--- src/design/edma_pkg.sv ---
// Shared constants for the echo distance moving average block.
package edma_pkg;

	localparam int DATA_W = 16;
	localparam int WINDOW_DEPTH_DEF = 5;
	localparam logic [DATA_W-1:0] TPU_RESET = 16'd117;

endpackage

--- src/design/edma_cell.sv ---
// One window cell: holds a sample and passes it to the next cell on a shift.
module edma_cell (
	input  logic                        clk,
	input  logic                        shift_en,
	input  logic [edma_pkg::DATA_W-1:0] d_in,
	output logic [edma_pkg::DATA_W-1:0] q
);
	import edma_pkg::*;

	logic [DATA_W-1:0] sample_q;

	always_ff @(posedge clk) begin
		if (shift_en) begin
			sample_q <= d_in;
		end
	end

	assign q = sample_q;

endmodule

--- src/design/edma_div.sv ---
// Restoring divider, one quotient bit per cycle.
module edma_div #(
	parameter int DW = 20
) (
	input  logic                        clk,
	input  logic                        arst_n,
	input  logic                        start,
	input  logic [DW-1:0]               dividend,
	input  logic [edma_pkg::DATA_W-1:0] divisor,
	output logic                        busy,
	output logic                        done,
	output logic [DW-1:0]               quotient
);
	import edma_pkg::*;

	localparam int CW = $clog2(DW + 1);

	logic [DATA_W-1:0] rem_q;
	logic [DATA_W-1:0] dvs_q;
	logic [DW-1:0]     quo_q;
	logic [CW-1:0]     cnt_q;
	logic              busy_q;
	logic              done_q;

	logic [DATA_W:0]   trial;
	logic              ge;
	logic [DATA_W:0]   diff;

	always_comb begin
		trial = {rem_q, quo_q[DW-1]};
		ge    = trial >= {1'b0, dvs_q};
		diff  = trial - {1'b0, dvs_q};
	end

	always_ff @(posedge clk or negedge arst_n) begin
		if (!arst_n) begin
			busy_q <= 1'b0;
			done_q <= 1'b0;
			cnt_q  <= '0;
		end else begin
			done_q <= 1'b0;
			if (start) begin
				busy_q <= 1'b1;
				cnt_q  <= CW'(DW);
			end else if (busy_q) begin
				cnt_q <= cnt_q - 1'b1;
				if (cnt_q == CW'(1)) begin
					busy_q <= 1'b0;
					done_q <= 1'b1;
				end
			end
		end
	end

	always_ff @(posedge clk) begin
		if (start) begin
			rem_q <= '0;
			dvs_q <= divisor;
			quo_q <= dividend;
		end else if (busy_q) begin
			// remainder stays below the divisor, so it fits DATA_W bits
			rem_q <= ge ? diff[DATA_W-1:0] : trial[DATA_W-1:0];
			quo_q <= {quo_q[DW-2:0], ge};
		end
	end

	assign busy     = busy_q;
	assign done     = done_q;
	assign quotient = quo_q;

endmodule

--- src/design/echo_distance_moving_average.sv ---
// Echo width to distance conversion followed by a moving average over a cell chain.
//
//  port group   dir   payload                          request taken when
//  s_*          in    tdata[15:0] echo_ticks           s_tvalid & s_tready
//  m_*          out   tdata[15:0] mean_distance        m_tvalid & m_tready
//  cfg_*        in    cfg_wdata[15:0] ticks_per_unit   cfg_we
//
// A mean reaches the output register after the conversion and the averaging run, and
// s_tready rises as that mean is presented on m_tdata with m_tvalid: the shared
// restoring divider runs SUM_W steps for the conversion and again for the mean.
// Requests are handled one at a time; a finished mean waits in the output register
// while the next request is already converted. Reset clears control, fill count and
// running sum; the cells are only read once written. No clearing pass.
module echo_distance_moving_average #(
	parameter int WINDOW_DEPTH = edma_pkg::WINDOW_DEPTH_DEF
) (
	input  logic                        clk,
	input  logic                        arst_n,
	input  logic                        cfg_we,
	input  logic [edma_pkg::DATA_W-1:0] cfg_wdata,   // ticks_per_unit
	input  logic                        s_tvalid,
	output logic                        s_tready,
	input  logic [edma_pkg::DATA_W-1:0] s_tdata,     // [15:0] echo_ticks
	output logic                        m_tvalid,
	input  logic                        m_tready,
	output logic [edma_pkg::DATA_W-1:0] m_tdata      // [15:0] mean_distance
);
	import edma_pkg::*;

	localparam int CNT_W = $clog2(WINDOW_DEPTH + 1);
	localparam int SUM_W = DATA_W + $clog2(WINDOW_DEPTH);

	typedef enum logic [1:0] {ST_IDLE, ST_CONV, ST_AVG, ST_HOLD} state_t;

	state_t            state_q;
	logic [DATA_W-1:0] tpu_q;
	logic [DATA_W-1:0] ticks_q;
	logic [CNT_W-1:0]  fill_q;
	logic [SUM_W-1:0]  sum_q;
	logic              div_start_q;
	logic [SUM_W-1:0]  div_dvd_q;
	logic [DATA_W-1:0] div_dvs_q;
	logic              m_valid_q;
	logic [DATA_W-1:0] m_data_q;

	logic              div_busy;
	logic              div_done;
	logic [SUM_W-1:0]  div_quo;

	logic [DATA_W-1:0] distance;
	logic              shift_en;
	logic              full_now;
	logic [CNT_W-1:0]  count_nxt;
	logic [SUM_W:0]    sum_ext;
	logic [SUM_W-1:0]  sum_nxt;
	logic [DATA_W-1:0] cell_q [WINDOW_DEPTH];

	always_ff @(posedge clk or negedge arst_n) begin
		if (!arst_n) begin
			tpu_q <= TPU_RESET;
		end else if (cfg_we) begin
			tpu_q <= cfg_wdata;
		end
	end

	edma_div #(
		.DW(SUM_W)
	) u_div (
		.clk      (clk),
		.arst_n   (arst_n),
		.start    (div_start_q),
		.dividend (div_dvd_q),
		.divisor  (div_dvs_q),
		.busy     (div_busy),
		.done     (div_done),
		.quotient (div_quo)
	);

	// no echo gives zero; a zero divisor saturates
	always_comb begin
		if (ticks_q == '0) begin
			distance = '0;
		end else if (tpu_q == '0) begin
			distance = '1;
		end else begin
			distance = div_quo[DATA_W-1:0];
		end
		shift_en  = (state_q == ST_CONV) && div_done;
		full_now  = fill_q == CNT_W'(WINDOW_DEPTH);
		count_nxt = full_now ? fill_q : fill_q + 1'b1;
		sum_ext   = {1'b0, sum_q} + (SUM_W+1)'(distance)
			- (full_now ? (SUM_W+1)'(cell_q[WINDOW_DEPTH-1]) : '0);
		sum_nxt   = sum_ext[SUM_W-1:0];
	end

	for (genvar i = 0; i < WINDOW_DEPTH; i++) begin : g_cell
		if (i == 0) begin : g_head
			edma_cell u_cell (
				.clk      (clk),
				.shift_en (shift_en),
				.d_in     (distance),
				.q        (cell_q[i])
			);
		end else begin : g_body
			edma_cell u_cell (
				.clk      (clk),
				.shift_en (shift_en),
				.d_in     (cell_q[i-1]),
				.q        (cell_q[i])
			);
		end
	end

	always_ff @(posedge clk or negedge arst_n) begin
		if (!arst_n) begin
			state_q     <= ST_IDLE;
			fill_q      <= '0;
			sum_q       <= '0;
			div_start_q <= 1'b0;
			m_valid_q   <= 1'b0;
		end else begin
			div_start_q <= 1'b0;
			// in ST_HOLD the output register is reloaded below instead
			if (m_valid_q && m_tready && state_q != ST_HOLD) begin
				m_valid_q <= 1'b0;
			end
			case (state_q)
				ST_IDLE: begin
					if (s_tvalid) begin
						ticks_q     <= s_tdata;
						div_dvd_q   <= SUM_W'(s_tdata);
						div_dvs_q   <= tpu_q;
						div_start_q <= 1'b1;
						state_q     <= ST_CONV;
					end
				end
				ST_CONV: begin
					if (div_done) begin
						sum_q       <= sum_nxt;
						fill_q      <= count_nxt;
						div_dvd_q   <= sum_nxt;
						div_dvs_q   <= DATA_W'(count_nxt);
						div_start_q <= 1'b1;
						state_q     <= ST_AVG;
					end
				end
				ST_AVG: begin
					if (div_done) begin
						state_q <= ST_HOLD;
					end
				end
				ST_HOLD: begin
					// quotient holds while the divider is idle
					if (!m_valid_q || m_tready) begin
						m_data_q  <= div_quo[DATA_W-1:0];
						m_valid_q <= 1'b1;
						state_q   <= ST_IDLE;
					end
				end
				default: begin
					state_q <= ST_IDLE;
				end
			endcase
		end
	end

	assign s_tready = state_q == ST_IDLE;
	assign m_tvalid = m_valid_q;
	assign m_tdata  = m_data_q;

	a_idle_div_quiet: assert property (@(posedge clk) disable iff (!arst_n)
		s_tready |-> !div_busy)
		else $error("divider busy while taking a request");

	a_fill_bound: assert property (@(posedge clk) disable iff (!arst_n)
		fill_q <= CNT_W'(WINDOW_DEPTH))
		else $error("fill count beyond window depth");

	a_done_in_work: assert property (@(posedge clk) disable iff (!arst_n)
		div_done |-> (state_q == ST_CONV || state_q == ST_AVG))
		else $error("divider finished outside a work state");

	a_accept_starts: assert property (@(posedge clk) disable iff (!arst_n)
		(s_tvalid && s_tready) |=> (div_start_q && state_q == ST_CONV))
		else $error("accepted request did not start conversion");

endmodule

--- config.mk ---
export PLATFORM = sky130hd
export DESIGN_NAME = echo_distance_moving_average
export DESIGN_NICKNAME = d
export VERILOG_FILES = /design/src/design/edma_pkg.sv /design/src/design/edma_cell.sv /design/src/design/edma_div.sv /design/src/design/echo_distance_moving_average.sv
export SDC_FILE = /design/constraint.sdc
export NUM_CORES = 1
export LEC_CHECK = 0
export BUFFER_PORTS_ARGS = -buffer_cell sky130_fd_sc_hd__clkbuf_2
export CORE_MARGIN = 10
export CORE_UTILIZATION = 66
export CTS_CLUSTER_DIAMETER = 100
export CTS_CLUSTER_SIZE = 10
export DETAILED_ROUTE_END_ITERATION = 12
export PLACE_DENSITY = 0.92
export SLEW_MARGIN = 20
export SYNTH_ARGS = -nofsm -noshare
export SYNTH_HDL_FRONTEND = slang
export SYNTH_SLANG_ARGS = --single-unit
--- constraint.sdc ---
create_clock -name clk -period 6.3 [get_ports clk]
set_input_delay 0.315 -clock clk [delete_from_list [all_inputs] [get_ports clk]]
set_output_delay 0.315 -clock clk [all_outputs]
set_load 0.01 [all_outputs]
**Word-level counts from Yosys, hierarchy flattened**

Index checks and enable logic that the tools add are counted.

- Input bits: 37
- Bits in registers: 247
- Output and inout bits: 18
- Word-level logic and storage cells: 84

- Add/sub/neg operators: 5
- Multiplexer cells: 32
- Reductions and logical operators: 15
- Order comparisons: 1
- Equal/unequal tests: 10

Operator list:

| cell | number |
|---|---|
| $mux 16 | 6 |
| $mux 19 | 4 |
| $pmux 19 s2 | 1 |
| $logic_not 16->1 | 2 |
| $pmux 16 s2 | 1 |
| $add 19x16->19 | 1 |
| $sub 19x16->19 | 1 |
| $ge 17x16->1 | 1 |
| $sub 16x16->16 | 1 |
| $mux 1 | 11 |
| $mux 5 | 2 |
| $mux 2 | 4 |
| $pmux 2 s4 | 1 |
| $reduce_and 4->1 | 2 |
| $ne 2x2->1 const B | 3 |
| $reduce_and 3->1 | 2 |
| $eq 5x1->1 const B | 1 |
| $sub 5x1->5 const B | 1 |
| $eq 2x2->1 const B | 2 |
| $ne 2x1->1 const B | 2 |
| $reduce_bool 2->1 | 2 |
| $add 3x1->3 const B | 1 |
| $eq 3x3->1 const B | 1 |
| $logic_and 1x1->1 | 3 |
| 7 further kinds | 7 |

**Depth between registers and ports, before layout**

- Depth after elaboration: 7
- Mapped depth: 15
- Depth with buffers taken out: 14

**By module**

From an unflattened synthesis, not the netlist that was laid out.

- Cells, all modules: 900
- Area, all modules: 11647.4 um^2

Modules (own cells, without submodules):

| module | cells each | area each (um^2) | times used | seq. area each (um^2) |
|---|---|---|---|---|
| echo_distance_moving_average | 535 | 6072.1 | 1 | 3069.2 |
| edma_div | 285 | 3173.0 | 1 | 1546.5 |
| edma_cell | 16 | 480.5 | 5 | 480.5 |

**Worst setup path before layout**

No wires, ideal clock.

- Path kind: flip-flop to flip-flop
- From: reg state_q[1]
- To: reg div_dvd_q[0], enable pin
- Library setup time: 0.471 ns
- Stages on the path, launching flop included: 6
- Setup slack: 2.277 ns
- Clock period less this slack: 4.023 ns
- Data arrival time: 3.552 ns
- Path buffers: 1
- Data required time: 5.829 ns
- Path through: dfrtp_1 > inv_1 > ha_1 > buf_1 > o21ai_0 > nor3_1

- Word-level cells in the longest chain between the ends: 3
- Elaborated cells between the ends (all ways): 6
- Classes of those cells: eq/ne (3); reduce/logical (3)

Ends and longest elaborated chain:

| item | RTL line | RTL |
|---|---|---|
| from (decl) | echo_distance_moving_average.sv:35 | `state_t state_q;` |
| from (signal assigned) | echo_distance_moving_average.sv:116 | `state_q <= ST_IDLE;` |
| from (signal assigned) | echo_distance_moving_average.sv:134 | `state_q <= ST_CONV;` |
| from (signal assigned) | echo_distance_moving_average.sv:144 | `state_q <= ST_AVG;` |
| $eq 2x1->1 / $logic_not 2->1 (equally long branches) | echo_distance_moving_average.sv:127 | `case (state_q)` |
| $ne 2x1->1 (no line) (tied with other cells) | -- |  |
| $reduce_and 4->1 (no line) * | -- |  |
| to (signal assigned) | echo_distance_moving_average.sv:131 | `div_dvd_q <= SUM_W'(s_tdata);` |
| to (signal assigned) | echo_distance_moving_average.sv:141 | `div_dvd_q <= sum_nxt;` |
| to (decl) | echo_distance_moving_average.sv:41 | `logic [SUM_W-1:0] div_dvd_q;` |

Every way passes the cells marked *; elsewhere a longest branch is shown, timed or not.
A chain may end at the register's enable or synchronous reset.

**Worst setup path after layout**

- From: reg ticks_q[1]
- To: reg div_dvd_q[13], data pin

- Word-level cells in the longest chain between the ends: 6

Ends and longest elaborated chain:

| item | RTL line | RTL |
|---|---|---|
| from (decl) | echo_distance_moving_average.sv:37 | `logic [DATA_W-1:0] ticks_q;` |
| from (signal assigned) | echo_distance_moving_average.sv:130 | `ticks_q <= s_tdata;` |
| $logic_not 16->1 | echo_distance_moving_average.sv:81 | `if (ticks_q == '0) begin` |
| $mux 16 | echo_distance_moving_average.sv:81 |  |
| $add 19x16->19 | echo_distance_moving_average.sv:91 | `sum_ext = {1'b0, sum_q} + (SUM_W+1)'(distance)` |
| $sub 19x16->19 | echo_distance_moving_average.sv:92 | `- (full_now ? (SUM_W+1)'(cell_q[WINDOW_DEPTH-1]) : '0);` |
| $mux 19 | echo_distance_moving_average.sv:138 | `if (div_done) begin` |
| $pmux 19 s2 | echo_distance_moving_average.sv:127 |  |

Every way passes these cells. The select of a mux whose other input is x is not followed.

==> run summary <==
- **global routing usage summed across all routing layers** 0.219
- **sort of element at the start of the critical path** register
- **transition time at the pin with the least slew margin** 1.06 ns
- **area growth from synthesis to layout** 12.8%
- **Achievable Freq** 0.204 GHz
- **router iterations before antenna repair** 5
- **post-detailed-placement cell area** 0.0118 mm²
- **Worst-Skew Late Latency** 0.55 ns
- **antenna violations before repair** 0
- **vias in the first global route** 7,360
- **DRT Wirelength** 24.6 mm
- **final setup violating endpoints** 0
- **number of nets at the end of the flow** 1,046
- **largest area contributor in the synthesized netlist** sky130_fd_sc_hd__edfxtp_1
- **final-layout setup total negative slack** 0 ns
- **commonest cells after routing, fill and taps aside** 182 x sky130_fd_sc_hd__edfxtp_1, 89 x sky130_fd_sc_hd__inv_1, 54 x sky130_fd_sc_hd__mux2_2, 54 x sky130_fd_sc_hd__clkbuf_2, 50 x sky130_fd_sc_hd__nand2_1
- **number of stages on the worst hold path** 1
- **clock root buffer** sky130_fd_sc_hd__clkbuf_16
- **Mapped Cells** 867
- **clock sink total** 247
- **Arr. time, crit path** 5.20 ns
- **sequence of cells on the critical path** nor4_1 -> nand4_1 -> o21ai_0 -> fa_1 -> inv_1 -> ha_1 -> a21oi_1 -> o211ai_1 -> a21boi_2 -> o21ai_0 -> a21oi_1 -> xnor2_1 -> mux2_2
- **cell type group with the largest total delay on the critical path** compound AO/OA/AOI/OAI gates
- **Combinational Power Share** 0.360
- **portion of total power attributed to sequential cells** 0.393
- **final HPWL from detailed placement** 15.1 mm
- **most common library cell in the layout ignoring fill and taps** sky130_fd_sc_hd__edfxtp_1
- **non-filler cells in the finished layout** 1,196
- **syn_nets** 964
- **die area** 0.0230 mm²
- **Worst-path clk slew** 0.06 ns
- **clock buffer depth** 3
- **ratio of routed vias to standard cells** 6.08
- **internal portion of total power** 0.00386 W
- **number of buffer cells added on primary ports** 54
- **CP Capture Point** div_dvd_q[13]
- **area of all placed cells without fillers** 0.0129 mm²
- **Antenna diodes** 0
- **Period Utilization, post-route** 0.777
- **First DRT Iteration DRCs** 703
- **netlist area before placement** 0.0114 mm²
- **final routed DRC violation total** 0
- **top cell type's share of synthesized area** 0.479
- **destination of the worst register-to-register timing path** div_dvd_q[13]
- **data required time of the worst path** 6.60 ns
- **number of enable flip-flop cells after synthesis** 182
- **sequential fraction of the synthesis area** 0.615
- **remaining global-route overflow** 0
- **type of element capturing the critical path** register
- **ys flop type** sky130_fd_sc_hd__edfxtp_1
- **Maximum Capacitance Violations** 0
- **cts repair resizes** 0
- **share of final-layout standard cells stronger than drive strength 1** 0.174
- **average detailed-routed wire length per instance** 20.6 µm
- **asr flop ratio synth** 0.198
- **via count** 7,273
- **setup fix buffers added after clock tree synthesis** 0
- **warnings from Yosys** 0
- **Max rail drop VDD** 0.448 mV
- **biggest area contributors in the synthesized netlist** sky130_fd_sc_hd__edfxtp_1 48%, sky130_fd_sc_hd__dfrtp_1 9.6%, sky130_fd_sc_hd__mux2_2 5.3%
- **RR Startpoint** ticks_q[1]
- **clock skew** 0.0148 ns
- **Top-Level Pins** 55
- **switch share** 0.346
- **final hold vios** 0
- **Tmin final** 4.89 ns
- **unrepaired setup endpoints after global routing** false
- **Levels on crit path** 13
- **Max Transition Viols Final** 0
- **total clock buffers created by CTS** 28
- **critical path peak fanout** 16
- **effective utilization at floorplan** 0.667
- **height of the die** 152 µm
- **source of the critical timing path** ticks_q[1]
- **global-route wire length before repair** 39.3 mm
- **headroom to the max-slew limit** 0.295
- **library cells used by synthesis** 74
- **Final GP Congestion** 0.893
- **power dissipated by switching net loads** 0.00205 W
- **cell with the biggest individual delay on the critical path** sky130_fd_sc_hd__nand4_1
- **post-route total power** 0.00591 W
- **Largest stage delay, worst path** 0.78 ns
- **R2R depth** 13
- **CP bufs+invs** 1
- **chip width** 152 µm
- **critical path class** reg2reg
- **H-Tree Level Count** 1
- **synthesized area per cell** 13.2 µm²
- **static leakage** 5.13 nW
- **row count** 48
- **standard cell core area** 0.0171 mm²
- **pwr/cell area** 459 mW/mm²
- **power share of the clock group** 0.247
- **FF+latch count, synth** 247
- **ANT nets after route** 0
- **largest net degree at the start of global routing** 61
- **TritonCTS clock tree** yes
- **R2R Setup Slk** 1.41 ns
- **class of the tightest hold or removal check** in2reg
- **outcome** finished clean
- **cell count after placement** 1,122
-- worst register-to-register path: cells and delay by family, from the launching register on --
family / cells / cell delay (ns)
AND/OR/NAND/NOR: 2 / 1.43
buffers and inverters: 1 / 0.10
flip-flops: 1 / 0.37
multiplexers: 1 / 0.27
adder cells (fa/ha/maj): 2 / 0.78
AO/OA/AOI/OAI: 6 / 1.61
XOR/XNOR: 1 / 0.12
-- synth_stat cells (4+ instances only) --
| cell type | number |
|---|---|
| sky130_fd_sc_hd__dfstp_2 | 5 |
| sky130_fd_sc_hd__nand2b_1 | 7 |
| sky130_fd_sc_hd__and3_1 | 18 |
| sky130_fd_sc_hd__a211oi_1 | 10 |
| sky130_fd_sc_hd__ha_1 | 43 |
| sky130_fd_sc_hd__nor4_1 | 12 |
| sky130_fd_sc_hd__xnor2_1 | 26 |
| sky130_fd_sc_hd__o21ai_0 | 46 |
| sky130_fd_sc_hd__dfxtp_1 | 16 |
| sky130_fd_sc_hd__nor2b_1 | 18 |
| sky130_fd_sc_hd__and2_1 | 5 |
| sky130_fd_sc_hd__dfrtp_1 | 44 |
| sky130_fd_sc_hd__a31oi_1 | 4 |
| sky130_fd_sc_hd__nand3_1 | 11 |
| sky130_fd_sc_hd__edfxtp_1 | 182 |
| sky130_fd_sc_hd__nor2_1 | 35 |
| sky130_fd_sc_hd__a21o_1 | 8 |
| sky130_fd_sc_hd__o21a_1 | 5 |
| sky130_fd_sc_hd__nand4_1 | 5 |
| sky130_fd_sc_hd__fa_1 | 17 |
| sky130_fd_sc_hd__clkbuf_1 | 15 |
| sky130_fd_sc_hd__nand2_1 | 50 |
| sky130_fd_sc_hd__o211ai_1 | 9 |
| sky130_fd_sc_hd__mux2i_1 | 8 |
| sky130_fd_sc_hd__buf_1 | 4 |
| sky130_fd_sc_hd__xor2_1 | 9 |
| sky130_fd_sc_hd__mux2_2 | 54 |
| sky130_fd_sc_hd__nor3_1 | 12 |
| sky130_fd_sc_hd__inv_1 | 90 |
| sky130_fd_sc_hd__buf_6 | 4 |
| sky130_fd_sc_hd__a21oi_1 | 32 |
-- layout make-up --
type	count	area [µm²]
Clock inverter	2	35.0
Fill cell	987	4240
Timing Repair Buffer	81	528
Inverter	90	339
Clock buffer	50	783
Multi-Input combinational cell	501	3890
Sequential cell	247	7020
Tap cell	225	282
-- worst min-delay path by stage --
| stage | startpoint | to | slack, ns |
|---|---|---|---|
| floorplan | arst_n | div_start_q | 0.02 |
| global placement | g_cell[1].g_body.u_cell.q[2] | g_cell[2].g_body.u_cell.q[2] | 0.40 |
| detailed placement | g_cell[0].g_head.u_cell.q[10] | g_cell[1].g_body.u_cell.q[10] | 0.40 |
| CTS | s_tdata[4] | ticks_q[4] | 0.00009 |
| global route | s_tdata[4] | ticks_q[4] | 0.004 |
| finish | s_tdata[5] | ticks_q[5] | 0.02 |
-- power by group through the flow --
stage	Clock [W]	Combinational, W	Sequential, W
floorplan	0	0.00165	0.00228
global placement	0	0.00195	0.00232
detailed placement	0	0.00204	0.00234
CTS	0.00147	0.00209	0.00231
global route	0.00155	0.00234	0.00235
finish	0.00146	0.00213	0.00232
-- metal layers --
metal / global-route usage / wire length, µm / up-vias / share of wire
li1: - / - / 3302 / -
met1: 0.298 / 10300 / 3603 / 0.42
met2: 0.351 / 11800 / 318 / 0.48
met3: 0.0502 / 2020 / 50 / 0.082
met4: 0.0543 / 503 / 0 / 0.020
met5: 0 / 0 / - / 0
-- logic make-up (layout without fill, tap and decap cells) --
group / Yosys count / count (layout) / share of synthesized area
flops: 247 / 247 / 0.615
buf+inv: 119 / 223 / 0.0455
fa+ha+maj: 60 / 60 / 0.0770
simple gates: 187 / 187 / 0.0834
xor+xnor: 35 / 35 / 0.0269
compound gates: 156 / 156 / 0.0908
mux: 63 / 63 / 0.0616
-- flip-flops by register name (all words and copies together) (netlist names) --
signal / flops
div_dvs_q: 16
u_div.rem_q: 16
ticks_q: 16
g_cell.g_head.u_cell.q: 16
fill_q: 3
u_div.busy: 1
u_div.done: 1
div_start_q: 1
m_tdata: 16
sum_q: 19
u_div.cnt_q: 5
tpu_q: 16
state_q: 2
g_cell.g_body.u_cell.q: 64
u_div.quotient: 19
m_tvalid: 1
u_div.dvs_q: 16
div_dvd_q: 19
-- stage by stage --
| step | util | hold WS (ns) | setup WS (ns) |
|---|---|---|---|
| after detailed placement | 0.691 | 0.405 | 1.71 |
| after floorplan | - | 0.0194 | 2.28 |
| final | 0.752 | 0.0155 | 1.41 |
| after global routing | 0.752 | 0.00439 | 1.22 |
| after CTS | 0.752 | 0.0000940 | 1.54 |
| after global placement | 0.691 | 0.401 | 1.80 |
-- timing repair --
item                                    CTS  global route
hold endpoints to repair                 65             0
hold buffers                             22             0
endpoints found under the setup margin    0             0
(Power assumes the default switching activity.)
